==> config.mk <==
export PLATFORM = sky130hd
export DESIGN_NAME = speaker_gain_from_polar_location
export DESIGN_NICKNAME = d
export VERILOG_FILES = /design/src/sgp_pkg.sv /design/src/sgp_div.sv /design/src/sgp_mul.sv /design/src/speaker_gain_from_polar_location.sv
export SDC_FILE = /design/constraint.sdc
export NUM_CORES = 2
export LEC_CHECK = 0
export BUFFER_PORTS_ARGS = -buffer_cell sky130_fd_sc_hd__buf_2
export CAP_MARGIN = 20
export CORE_MARGIN = 2
export CORE_UTILIZATION = 41
export CTS_CLUSTER_DIAMETER = 80
export DETAILED_ROUTE_END_ITERATION = 16
export SKIP_CTS_REPAIR_TIMING = 1
export SYNTH_ARGS = -nofsm -noshare
export SYNTH_HDL_FRONTEND = slang
export SYNTH_SLANG_ARGS = --single-unit
==> constraint.sdc <==
create_clock -name clk -period 8.5 [get_ports clk]
set_clock_uncertainty 0.15 [all_clocks]
set_input_delay 1.275 -clock clk [delete_from_list [all_inputs] [get_ports clk]]
set_output_delay 1.275 -clock clk [all_outputs]
set_load 0.01 [all_outputs]
==> src/sgp_pkg.sv <==
`timescale 1ns / 1ps
`default_nettype none

package sgp_pkg;

    localparam int RESULT_LIMIT     = 16;
    localparam int DEF_MAX_CHANNELS = 16;
    localparam int CC_W             = 5;
    localparam logic [CC_W-1:0] CC_RESET = 5'd8;

    // sine polynomial coefficients, Q15
    localparam int SIN_A = 51472;
    localparam int SIN_B = 21023;
    localparam int SIN_C = 2320;

    // divider widths: remainder, quotient, step count
    localparam int RW = 36;
    localparam int QW = 32;
    localparam int SW = 6;

    localparam logic [SW-1:0] STEPS_PHI  = 6'd17;
    localparam logic [SW-1:0] STEPS_WGT  = 6'd32;
    localparam logic [SW-1:0] STEPS_GAIN = 6'd17;

    typedef struct packed {
        logic [15:0]        time_stamp;
        logic signed [15:0] angle;
        logic [15:0]        radius;
    } in_t;

    typedef struct packed {
        logic [3:0]  channel;
        logic [15:0] gain;
        logic [15:0] stamp_out;
        logic        last;
    } out_t;

    typedef struct packed {
        logic          start;
        logic [SW-1:0] steps;
        logic [RW-1:0] rem;
        logic [QW-1:0] bits;
        logic [RW-1:0] divisor;
    } div_req_t;

    typedef struct packed {
        logic          done;
        logic [QW-1:0] quot;
    } div_rsp_t;

endpackage

`default_nettype wire

==> src/sgp_div.sv <==
`timescale 1ns / 1ps
`default_nettype none

module sgp_div
    import sgp_pkg::*;
(
    input  wire logic     clk,
    input  wire logic     rst_n,
    input  wire div_req_t req,
    output div_rsp_t      rsp
);

    logic [RW-1:0] rem_reg, rem_next;
    logic [RW-1:0] div_reg;
    logic [QW-1:0] bits_reg;
    logic [QW-1:0] quo_reg;
    logic [SW-1:0] cnt_reg;
    logic          run_reg;
    logic          done_reg;
    logic [RW:0]   trial;
    logic          ge;

    // one quotient bit per cycle, restoring
    assign trial = {rem_reg, bits_reg[QW-1]};
    assign ge    = trial >= {1'b0, div_reg};

    always_comb
    begin
        if (ge)
        begin
            rem_next = RW'(trial - {1'b0, div_reg});
        end
        else
        begin
            rem_next = trial[RW-1:0];
        end
    end

    always_ff @(posedge clk or negedge rst_n)
    begin
        if (!rst_n)
        begin
            run_reg  <= 1'b0;
            cnt_reg  <= '0;
            done_reg <= 1'b0;
        end
        else
        begin
            done_reg <= run_reg && (cnt_reg == SW'(1));
            if (req.start)
            begin
                run_reg <= 1'b1;
                cnt_reg <= req.steps;
            end
            else if (run_reg)
            begin
                cnt_reg <= cnt_reg - SW'(1);
                if (cnt_reg == SW'(1))
                begin
                    run_reg <= 1'b0;
                end
            end
        end
    end

    always_ff @(posedge clk)
    begin
        if (req.start)
        begin
            rem_reg  <= req.rem;
            bits_reg <= req.bits;
            div_reg  <= req.divisor;
            quo_reg  <= '0;
        end
        else if (run_reg)
        begin
            rem_reg  <= rem_next;
            bits_reg <= {bits_reg[QW-2:0], 1'b0};
            quo_reg  <= {quo_reg[QW-2:0], ge};
        end
    end

    assign rsp.done = done_reg;
    assign rsp.quot = quo_reg;

endmodule

`default_nettype wire

==> src/sgp_mul.sv <==
`timescale 1ns / 1ps
`default_nettype none

module sgp_mul
(
    input  wire logic               clk,
    input  wire logic signed [17:0] a,
    input  wire logic signed [17:0] b,
    output logic signed [35:0]      p
);

    logic signed [35:0] p_reg;

    always_ff @(posedge clk)
    begin
        p_reg <= a * b;
    end

    assign p = p_reg;

endmodule

`default_nettype wire

==> src/speaker_gain_from_polar_location.sv <==
`timescale 1ns / 1ps
`default_nettype none
// one input beat computes the weights speaker by speaker (17-step phase divide,
// six passes through the shared multiplier, 32-step weight divide), then the gains
// speaker by speaker with 17-step gain divides; while the output register stays
// stalled the sequencer waits before loading the next gain
// the next input beat is taken once the last gain is loaded into the output register
// rst_n clears the sequencer, the output valid and sets channel_count to 8; no clearing pass

module speaker_gain_from_polar_location
    import sgp_pkg::*;
#(
    parameter int MAX_CHANNELS = DEF_MAX_CHANNELS
)(
    input  wire logic            clk,
    input  wire logic            rst_n,
    input  wire logic            in_valid,
    output logic                 in_stall,
    input  wire in_t             in_data,
    output logic                 out_valid,
    input  wire logic            out_stall,
    output out_t                 out_data,
    input  wire logic            cfg_write,
    input  wire logic [CC_W-1:0] cfg_data
);

    localparam int LIMIT = (MAX_CHANNELS < RESULT_LIMIT) ? MAX_CHANNELS : RESULT_LIMIT;
    localparam int CNT_W = $clog2(LIMIT + 1);
    localparam int IDX_W = (LIMIT > 1) ? $clog2(LIMIT) : 1;

    typedef enum logic [14:0] {
        S_IDLE  = 15'b000000000000001,
        S_PHI   = 15'b000000000000010,
        S_PHI_W = 15'b000000000000100,
        S_MUU   = 15'b000000000001000,
        S_MC    = 15'b000000000010000,
        S_MB    = 15'b000000000100000,
        S_MA    = 15'b000000001000000,
        S_MRR   = 15'b000000010000000,
        S_MRC   = 15'b000000100000000,
        S_DSQ   = 15'b000001000000000,
        S_WDV   = 15'b000010000000000,
        S_WDV_W = 15'b000100000000000,
        S_GDV   = 15'b001000000000000,
        S_GDV_W = 15'b010000000000000,
        S_GOUT  = 15'b100000000000000
    } state_t;

    state_t state_reg, state_next;

    logic [CC_W-1:0]  cc_reg;
    logic [CNT_W-1:0] n_reg;
    logic [CNT_W-1:0] i_reg;
    logic [15:0]      stamp_reg;
    logic [15:0]      ang_reg;
    logic [15:0]      r_reg;
    logic [15:0]      u_reg;
    logic             neg_reg;
    logic [16:0]      u2_reg;
    logic signed [17:0] c_reg;
    logic [32:0]      rr_reg;
    logic [RW-1:0]    den_reg;
    logic [RW-1:0]    sum_reg;
    logic [QW-1:0]    w_mem [LIMIT];
    logic             out_valid_reg;
    out_t             out_data_reg;

    logic [CNT_W-1:0]   n_eff;
    logic               is_last;
    logic [CNT_W:0]     i_inc;
    logic               out_load;
    logic [15:0]        diff;
    logic [15:0]        s_ang;
    logic [15:0]        u_raw;
    logic [16:0]        t_p;
    logic [16:0]        t_clamp;
    logic signed [17:0] mul_a, mul_b;
    logic signed [35:0] mul_p;
    logic signed [36:0] d2;
    logic [47:0]        gain_dvd;
    logic [QW-1:0]      w_rd;
    div_req_t           div_req;
    div_rsp_t           div_rsp;

    sgp_mul u_mul
    (
        .clk (clk),
        .a   (mul_a),
        .b   (mul_b),
        .p   (mul_p)
    );

    sgp_div u_div
    (
        .clk   (clk),
        .rst_n (rst_n),
        .req   (div_req),
        .rsp   (div_rsp)
    );

    always_comb
    begin
        if (cc_reg == '0)
        begin
            n_eff = CNT_W'(1);
        end
        else if (cc_reg > CC_W'(LIMIT))
        begin
            n_eff = CNT_W'(LIMIT);
        end
        else
        begin
            n_eff = CNT_W'(cc_reg);
        end
    end

    assign i_inc    = {1'b0, i_reg} + (CNT_W + 1)'(1);
    assign is_last  = i_inc == {1'b0, n_reg};
    assign in_stall = state_reg != S_IDLE;
    assign out_load = (state_reg == S_GOUT) && (!out_valid_reg || !out_stall);
    assign w_rd     = w_mem[i_reg[IDX_W-1:0]];

    // quarter-wave fold of the speaker-relative angle, cosine as shifted sine
    assign diff  = ang_reg - div_rsp.quot[15:0];
    assign s_ang = diff + 16'd16384;
    assign u_raw = {1'b0, s_ang[13:0], 1'b0};

    assign t_p     = mul_p[31:15];
    assign t_clamp = (t_p > 17'd32768) ? 17'd32768 : t_p;

    assign d2 = $signed({4'b0, rr_reg}) + (37'sd1 <<< 30) - $signed({mul_p, 1'b0});
    assign gain_dvd = {w_rd, 16'b0} + {13'b0, sum_reg[RW-1:1]};

    always_comb
    begin
        mul_a = $signed({2'b0, u_reg});
        mul_b = $signed({2'b0, u_reg});
        unique case (state_reg)
            S_MC:
            begin
                mul_a = $signed(18'(SIN_C));
                mul_b = $signed({1'b0, t_p});
            end
            S_MB:
            begin
                mul_a = $signed(18'(SIN_B)) - $signed({1'b0, t_p});
                mul_b = $signed({1'b0, u2_reg});
            end
            S_MA:
            begin
                mul_a = $signed(18'(SIN_A)) - $signed({1'b0, t_p});
                mul_b = $signed({2'b0, u_reg});
            end
            S_MRR:
            begin
                mul_a = $signed({2'b0, r_reg});
                mul_b = $signed({2'b0, r_reg});
            end
            S_MRC:
            begin
                mul_a = $signed({2'b0, r_reg});
                mul_b = c_reg;
            end
            default:
            begin
                mul_a = $signed({2'b0, u_reg});
                mul_b = $signed({2'b0, u_reg});
            end
        endcase
    end

    always_comb
    begin
        div_req.start   = 1'b0;
        div_req.steps   = STEPS_PHI;
        div_req.rem     = RW'(i_reg >> 1);
        div_req.bits    = {i_reg[0], 31'b0};
        div_req.divisor = RW'(n_reg);
        unique case (state_reg)
            S_PHI:
            begin
                div_req.start = 1'b1;
            end
            S_WDV:
            begin
                // 2^60 / den: 2^28 preloaded as the remainder, 32 zero bits shifted in
                div_req.start   = 1'b1;
                div_req.steps   = STEPS_WGT;
                div_req.rem     = RW'(1) << 28;
                div_req.bits    = '0;
                div_req.divisor = den_reg;
            end
            S_GDV:
            begin
                div_req.start   = 1'b1;
                div_req.steps   = STEPS_GAIN;
                div_req.rem     = RW'(gain_dvd[47:17]);
                div_req.bits    = {gain_dvd[16:0], 15'b0};
                div_req.divisor = sum_reg;
            end
            default:
            begin
                div_req.start = 1'b0;
            end
        endcase
    end

    always_comb
    begin
        state_next = state_reg;
        unique case (state_reg)
            S_IDLE:  if (in_valid) state_next = S_PHI;
            S_PHI:   state_next = S_PHI_W;
            S_PHI_W: if (div_rsp.done) state_next = S_MUU;
            S_MUU:   state_next = S_MC;
            S_MC:    state_next = S_MB;
            S_MB:    state_next = S_MA;
            S_MA:    state_next = S_MRR;
            S_MRR:   state_next = S_MRC;
            S_MRC:   state_next = S_DSQ;
            S_DSQ:   state_next = S_WDV;
            S_WDV:   state_next = S_WDV_W;
            S_WDV_W:
            begin
                if (div_rsp.done)
                begin
                    state_next = is_last ? S_GDV : S_PHI;
                end
            end
            S_GDV:   state_next = S_GDV_W;
            S_GDV_W: if (div_rsp.done) state_next = S_GOUT;
            S_GOUT:
            begin
                if (out_load)
                begin
                    state_next = is_last ? S_IDLE : S_GDV;
                end
            end
            default: state_next = S_IDLE;
        endcase
    end

    always_ff @(posedge clk or negedge rst_n)
    begin
        if (!rst_n)
        begin
            state_reg     <= S_IDLE;
            cc_reg        <= CC_RESET;
            i_reg         <= '0;
            out_valid_reg <= 1'b0;
        end
        else
        begin
            state_reg <= state_next;
            if (cfg_write)
            begin
                cc_reg <= cfg_data;
            end
            if (state_reg == S_IDLE)
            begin
                i_reg <= '0;
            end
            else if ((state_reg == S_WDV_W) && div_rsp.done)
            begin
                i_reg <= is_last ? '0 : i_inc[CNT_W-1:0];
            end
            else if (out_load && !is_last)
            begin
                i_reg <= i_inc[CNT_W-1:0];
            end
            if (out_load)
            begin
                out_valid_reg <= 1'b1;
            end
            else if (!out_stall)
            begin
                out_valid_reg <= 1'b0;
            end
        end
    end

    always_ff @(posedge clk)
    begin
        unique case (state_reg)
            S_IDLE:
            begin
                n_reg     <= n_eff;
                stamp_reg <= in_data.time_stamp;
                ang_reg   <= in_data.angle;
                r_reg     <= in_data.radius;
                sum_reg   <= '0;
            end
            S_PHI_W:
            begin
                u_reg   <= s_ang[14] ? (16'd32768 - u_raw) : u_raw;
                neg_reg <= s_ang[15];
            end
            S_MC:
            begin
                u2_reg <= t_p;
            end
            S_MRR:
            begin
                c_reg <= neg_reg ? -$signed({1'b0, t_clamp}) : $signed({1'b0, t_clamp});
            end
            S_MRC:
            begin
                rr_reg <= mul_p[32:0];
            end
            S_DSQ:
            begin
                den_reg <= (d2[36] ? RW'(0) : d2[RW-1:0]) + (RW'(1) << 29);
            end
            S_WDV_W:
            begin
                if (div_rsp.done)
                begin
                    w_mem[i_reg[IDX_W-1:0]] <= div_rsp.quot;
                    sum_reg <= sum_reg + RW'(div_rsp.quot);
                end
            end
            S_GOUT:
            begin
                if (out_load)
                begin
                    out_data_reg.channel   <= 4'(i_reg);
                    out_data_reg.gain      <= (div_rsp.quot[QW-1:16] != '0) ? 16'hFFFF
                                              : div_rsp.quot[15:0];
                    out_data_reg.stamp_out <= stamp_reg;
                    out_data_reg.last      <= is_last;
                end
            end
            default:
            begin
            end
        endcase
    end

    assign out_valid = out_valid_reg;
    assign out_data  = out_data_reg;

    // divider results only land while the sequencer waits for them
    a_div_done_in_wait: assert property (@(posedge clk) disable iff (!rst_n)
        div_rsp.done |-> (state_reg == S_PHI_W || state_reg == S_WDV_W
                          || state_reg == S_GDV_W))
        else $error("divider done outside a wait state");

    a_sum_nonzero: assert property (@(posedge clk) disable iff (!rst_n)
        (state_reg == S_GDV) |-> (sum_reg != '0))
        else $error("gain divide started with zero weight sum");

    a_channel_range: assert property (@(posedge clk) disable iff (!rst_n)
        out_valid_reg |-> ({1'b0, out_data_reg.channel} < 5'(n_reg)))
        else $error("output channel beyond speaker count");

    a_last_ends_item: assert property (@(posedge clk) disable iff (!rst_n)
        (out_load && is_last) |=> (state_reg == S_IDLE))
        else $error("final speaker beat did not end the item");

endmodule

`default_nettype wire
# Word-level counts from Yosys, hierarchy flattened
# Memory sizes are Yosys's and may differ from the RTL's.
# Index checks and enable logic that the tools add are counted.
# totals
ff_bits	453
mem_bits_rw	512
input_bits	58
wordCells	130
memories	1
# classes
n_addsub	14
n_mul	1
magnitude_cmp	3
eq_ne	24
muxes	38
n_reduce_logical	19
# mem_list
memory	depth	word_bits	rd	rd_clocked_by_memory_dff	wr	line	text
w_mem	16	32	1	0	1	speaker_gain_from_polar_location.sv:64	logic [QW-1:0] w_mem [LIMIT];
# ops
op	count
one-hot mux 15 bit (15 select lines)	1
one-hot mux 110 bit (2 select lines)	1
two-way mux 36 bit	5
one-hot mux 18 bit (4 select lines)	2
two-way mux 15 bit	6
one-hot mux 36 bit (2 select lines)	1
two-way mux 32 bit	2
adder 48 x 35 -> 48 bit	1
>= comparator 37 x 36 -> 1 bit	1
subtractor 35 x 37 -> 37 bit	1
adder 36 x 30 -> 36 bit, second input constant	1
adder 36 x 32 -> 36 bit	1
multiplier 18 x 18 -> 36 bit	1
subtractor 36 bit	1
adder 33 x 31 -> 34 bit, second input constant	1
two-way mux 17 bit	2
two-way mux 13 bit	2
two-way mux 5 bit	5
negator 17 -> 18 bit	1
subtractor 15 x 17 -> 18 bit, first input constant	1
subtractor 16 x 17 -> 18 bit, first input constant	1
> comparator 17 x 16 -> 1 bit, second input constant	1
adder 16 x 15 -> 16 bit, second input constant	1
nonzero test 16 bit	1
other kinds (37)	58

# Logic depth before layout (Yosys ltp)
# depth
depth_word	7
mapped_depth	38
depth_no_buf	36

# By module
# Synthesis repeated with hierarchy kept, for this count alone.
# hier_totals
cells_unflattened	4604
area_unflattened_um2	57925.6
# by_module_without_submodules
module	n_inst	cells_each	area_each_um2	seq_area_each_um2
speaker_gain_from_polar_location	1	2495	37041.8	23415.0
sgp_mul	1	1396	12951.2	720.7
sgp_div	1	713	7932.6	3963.8

# Least setup slack after synthesis
# Ideal clock, no wire load.
# synth_path
path_type	flip-flop to flip-flop
startpoint	register state_reg[9]
endpoint	register u_mul.p_reg[34] (netlist: u_mul.p[34])
setup_ns	0.118
arrival_time_ns	8.975
required_ns	8.232
setup_slack_ns	-0.743
stages_incl_launch_ff	33
path_buffers	2
period_less_slack_ns	9.243
path_cell_list	dfrtp_1 nor2_2 nor4b_4 nand2_1 nor3_1 clkbuf_1 a22oi_1 nand3_1 o21ai_1 clkbuf_1 nor2_1 fa_1 inv_1 fa_1 fa_1 fa_1 inv_1 fa_1 inv_1 fa_1 inv_1 ha_1 inv_1 or4_1 a21oi_1 o311ai_0 o311ai_0 nand2_1 o21ai_0 o311ai_0 nand2b_1 a21oi_1 xnor2_1
# synth_via
elab_chain_cells	4
word_cells_on_any_way	9
cone_classes	mul: 1; eq/ne: 5; mux: 2; reduce/logical: 1
# synth_lines
item	line	text
from (decl)	speaker_gain_from_polar_location.sv:49	state_t state_reg, state_next;
from (signal assigned)	speaker_gain_from_polar_location.sv:254	state_reg <= state_next;
== test 15 x 9 -> 1 bit / == test 15 x 8 -> 1 bit (equally long branches)	speaker_gain_from_polar_location.sv:138	unique case (state_reg)
OR reduction 2 bit (no source line)	n/a	
one-hot mux 18 bit (4 select lines)	speaker_gain_from_polar_location.sv:138	
multiplier 18 x 18 -> 36 bit *	sgp_mul.sv:16	p_reg <= a * b;
to (signal assigned)	sgp_mul.sv:16	
to (decl)	sgp_mul.sv:12	logic signed [35:0] p_reg;
# Every way passes the cells marked *; elsewhere a longest branch is shown, timed or not.
# A chain may end at the register's enable or synchronous reset.

# Worst setup path in the final report
# layout_path
startpoint	register state_reg[12]
endpoint	register u_mul.p_reg[35] (netlist: u_mul.p[35])
# Same word-level chain as after synthesis.

==> impl_results.md <==
* Status: finished with violations
* Violations in the final reports: negative setup slack
* Final setup viols at 2
* Yosys warns at 0
* Post-Layout Cell Count at 6741
* Main synth FF type: edfxtp_1
* H-tree depth at 3
* Final nets at 5514
* Final GP Congestion at 0.930
* Largest net degree at the start of global routing at 73
* Vias in the first global route at 36900
* IO Port Bufs at 96
* CP Data Arrival Time at 9120 ps
* Worst path most repeated cell: fa_1
* Core area at 135000 sq um
* Crit path to: u_mul.p[35]$_DFF_P_
* Mapped Nets at 5100
* HP Class: reg2reg
* Root Driver: clkbuf_16
* CTS clock-pin slew for the worst setup and hold paths at 60 ps
* Area of the mapped netlist at 56000 sq um
* Reg-to-Reg End: u_mul.p[35]$_DFF_P_
* Max-cap viol count at 0
* Die Ht at 373 um
* WL per Instance at 22.8 um
* Proportion of layout cells with a drive suffix above 1 at 0.194
* Yosys top cell by area: edfxtp_1
* Total global routing overflow at 0
* CP required at 8930 ps
* Synth Instances at 4452
* First-pass GRT wire length at 230000 um
* Register-to-register setup slack at -190 ps
* CP Capture Type: flip-flop
* Die W at 373 um
* Fin util at 0.482
* Fin. max-slew vios at 0
* CTS tree: done
* CTS sink count at 949
* Drt first pass iters at 6
* Period utilization at 1.02
* Routed Antenna Nets at 0
* Syn_area_per_cell at 12.6 sq um
* Max FFs per register at 512
* Starting DRT DRC Count at 2837
* Initial antenna violation count at 2
* Crit path max fanout at 6
* Rows at 135
* Critical Path Start Type: flip-flop
* CTS Buf Count at 102
* Synth top area cells: edfxtp_1, fa_1, mux4_2, ha_1, inv_1
* Post-synth top cells: edfxtp_1, inv_1, nor2_1
* Final wirelength at 154000 um
* Vias at 36500
* RSZ-0062 raised after global routing: true
* Io pins at 97
* CP max stage cell: fa_1
* Die area at 139000 sq um
* Post-DP HPWL at 110000 um
* EDFF count, synth at 847
* R2R Path Start: state_reg[12]$_DFFE_PN0P_
* Starting Density at 0.413
* Most numerous cell in the Yosys netlist: edfxtp_1
* Max incr delay on CP at 540 ps
* Area delta synth->final at 16.6%
* Final hold vios at 0
* DR vias/cell at 5.42
* Fmax at 115 MHz
* Final WS setup at -194 ps
* Area share of the leading cell type in the synthesized netlist at 0.455
* Max_slew headroom at 0.292
* Final min period at 8690 ps
* Number of fill cells at 12000
* GRT Total Usage at 0.218
* Max clock buf depth at 3
* Seq cells post-synth at 949
* Post-synthesis sequential area ratio at 0.494
* Netlist cell types at 88
* Cells after DPL at 6512
* WS Path Type: reg2reg
* Async SR Flop Fraction at 0.0358
* Critical path startpoint: state_reg[12]$_DFFE_PN0P_
* DRC Markers at 0
* FF-to-FF path depth at 34
* Worst slew pin tran at 1060 ps
* Clock Latency Late Sink at 760 ps
## worst max-delay path, delay by kind of cell, from the launching register on
family,cells,cell delay [ps]
flops,1,410
xor+xnor,1,80
buf+inv,9,790
compound gates,9,1470
simple gates,8,2330
fa+ha+maj,7,3330
## worst min path at each step
stage                            start                     end  cells after the start
2_1_floorplan   stamp_reg[9]$_DFFE_PP_  out_data[10]$_DFFE_PP_                      0
3_5_place_dp   stamp_reg[11]$_DFFE_PP_  out_data[12]$_DFFE_PP_                      0
3_3_place_gp   stamp_reg[12]$_DFFE_PP_  out_data[13]$_DFFE_PP_                      0
6_report        stamp_reg[6]$_DFFE_PP_   out_data[7]$_DFFE_PP_                      0
5_1_grt         stamp_reg[4]$_DFFE_PP_   out_data[5]$_DFFE_PP_                      0
4_1_cts        stamp_reg[11]$_DFFE_PP_  out_data[12]$_DFFE_PP_                      0
## cell type report
cell class / count / area [sq um] / area share
flip-flops and latches: 949 / 27700 / 0.424
multi-input cells: 2785 / 26200 / 0.402
repair buffers: 468 / 3670 / 0.0562
clock buffers: 136 / 2720 / 0.0417
well taps: 1781 / 2230 / 0.0341
inverters: 560 / 2110 / 0.0324
clock inverters: 58 / 623 / 0.00955
diodes: 4 / 10.0 / 0.000153
## metrics by stage
step	hold slack (ps)	TNS, ps	area, sq um	setup WS, ps
after floorplan	250	0	56000	1.74
after global placement	251	-2110	60900	-458
after detailed placement	255	-2560	60900	-536
after CTS	269	-3370	64300	-602
after global routing	271	-1820	65300	-434
final	267	-303	65300	-194
## kinds of logic after synthesis
family,count (synthesis),share of synthesized area
simple gates,1072,0.0897
flops,949,0.494
buf+inv,718,0.0497
compound gates,714,0.0852
fa+ha+maj,590,0.177
xor+xnor,205,0.0321
mux,204,0.0724
## cells in the final DEF (no fill, tap or decap), drive strengths merged, types with 61 or more instances in the layout
master	synthesis	routed
inv	559	563
mux4	160	160
nor2	340	340
a21o	71	71
fa	334	334
xnor2	120	120
o21ai	122	122
nor2b	62	62
clkbuf	96	136
ha	256	256
dfxtp	68	68
a22o	61	61
nand2	337	337
buf	62	468
xor2	85	85
edfxtp	847	847
a21oi	191	191
## layer usage
metal,GRT usage,part of all wire,up-vias
li1,-,-,16600
met1,0.294,0.43,18600
met2,0.360,0.48,1074
met3,0.0308,0.056,259
met4,0.0788,0.039,0
met5,0,0,-
Power is not shown: default switching activity piles up to over one toggle a cycle in this logic, so the estimate is an artifact.
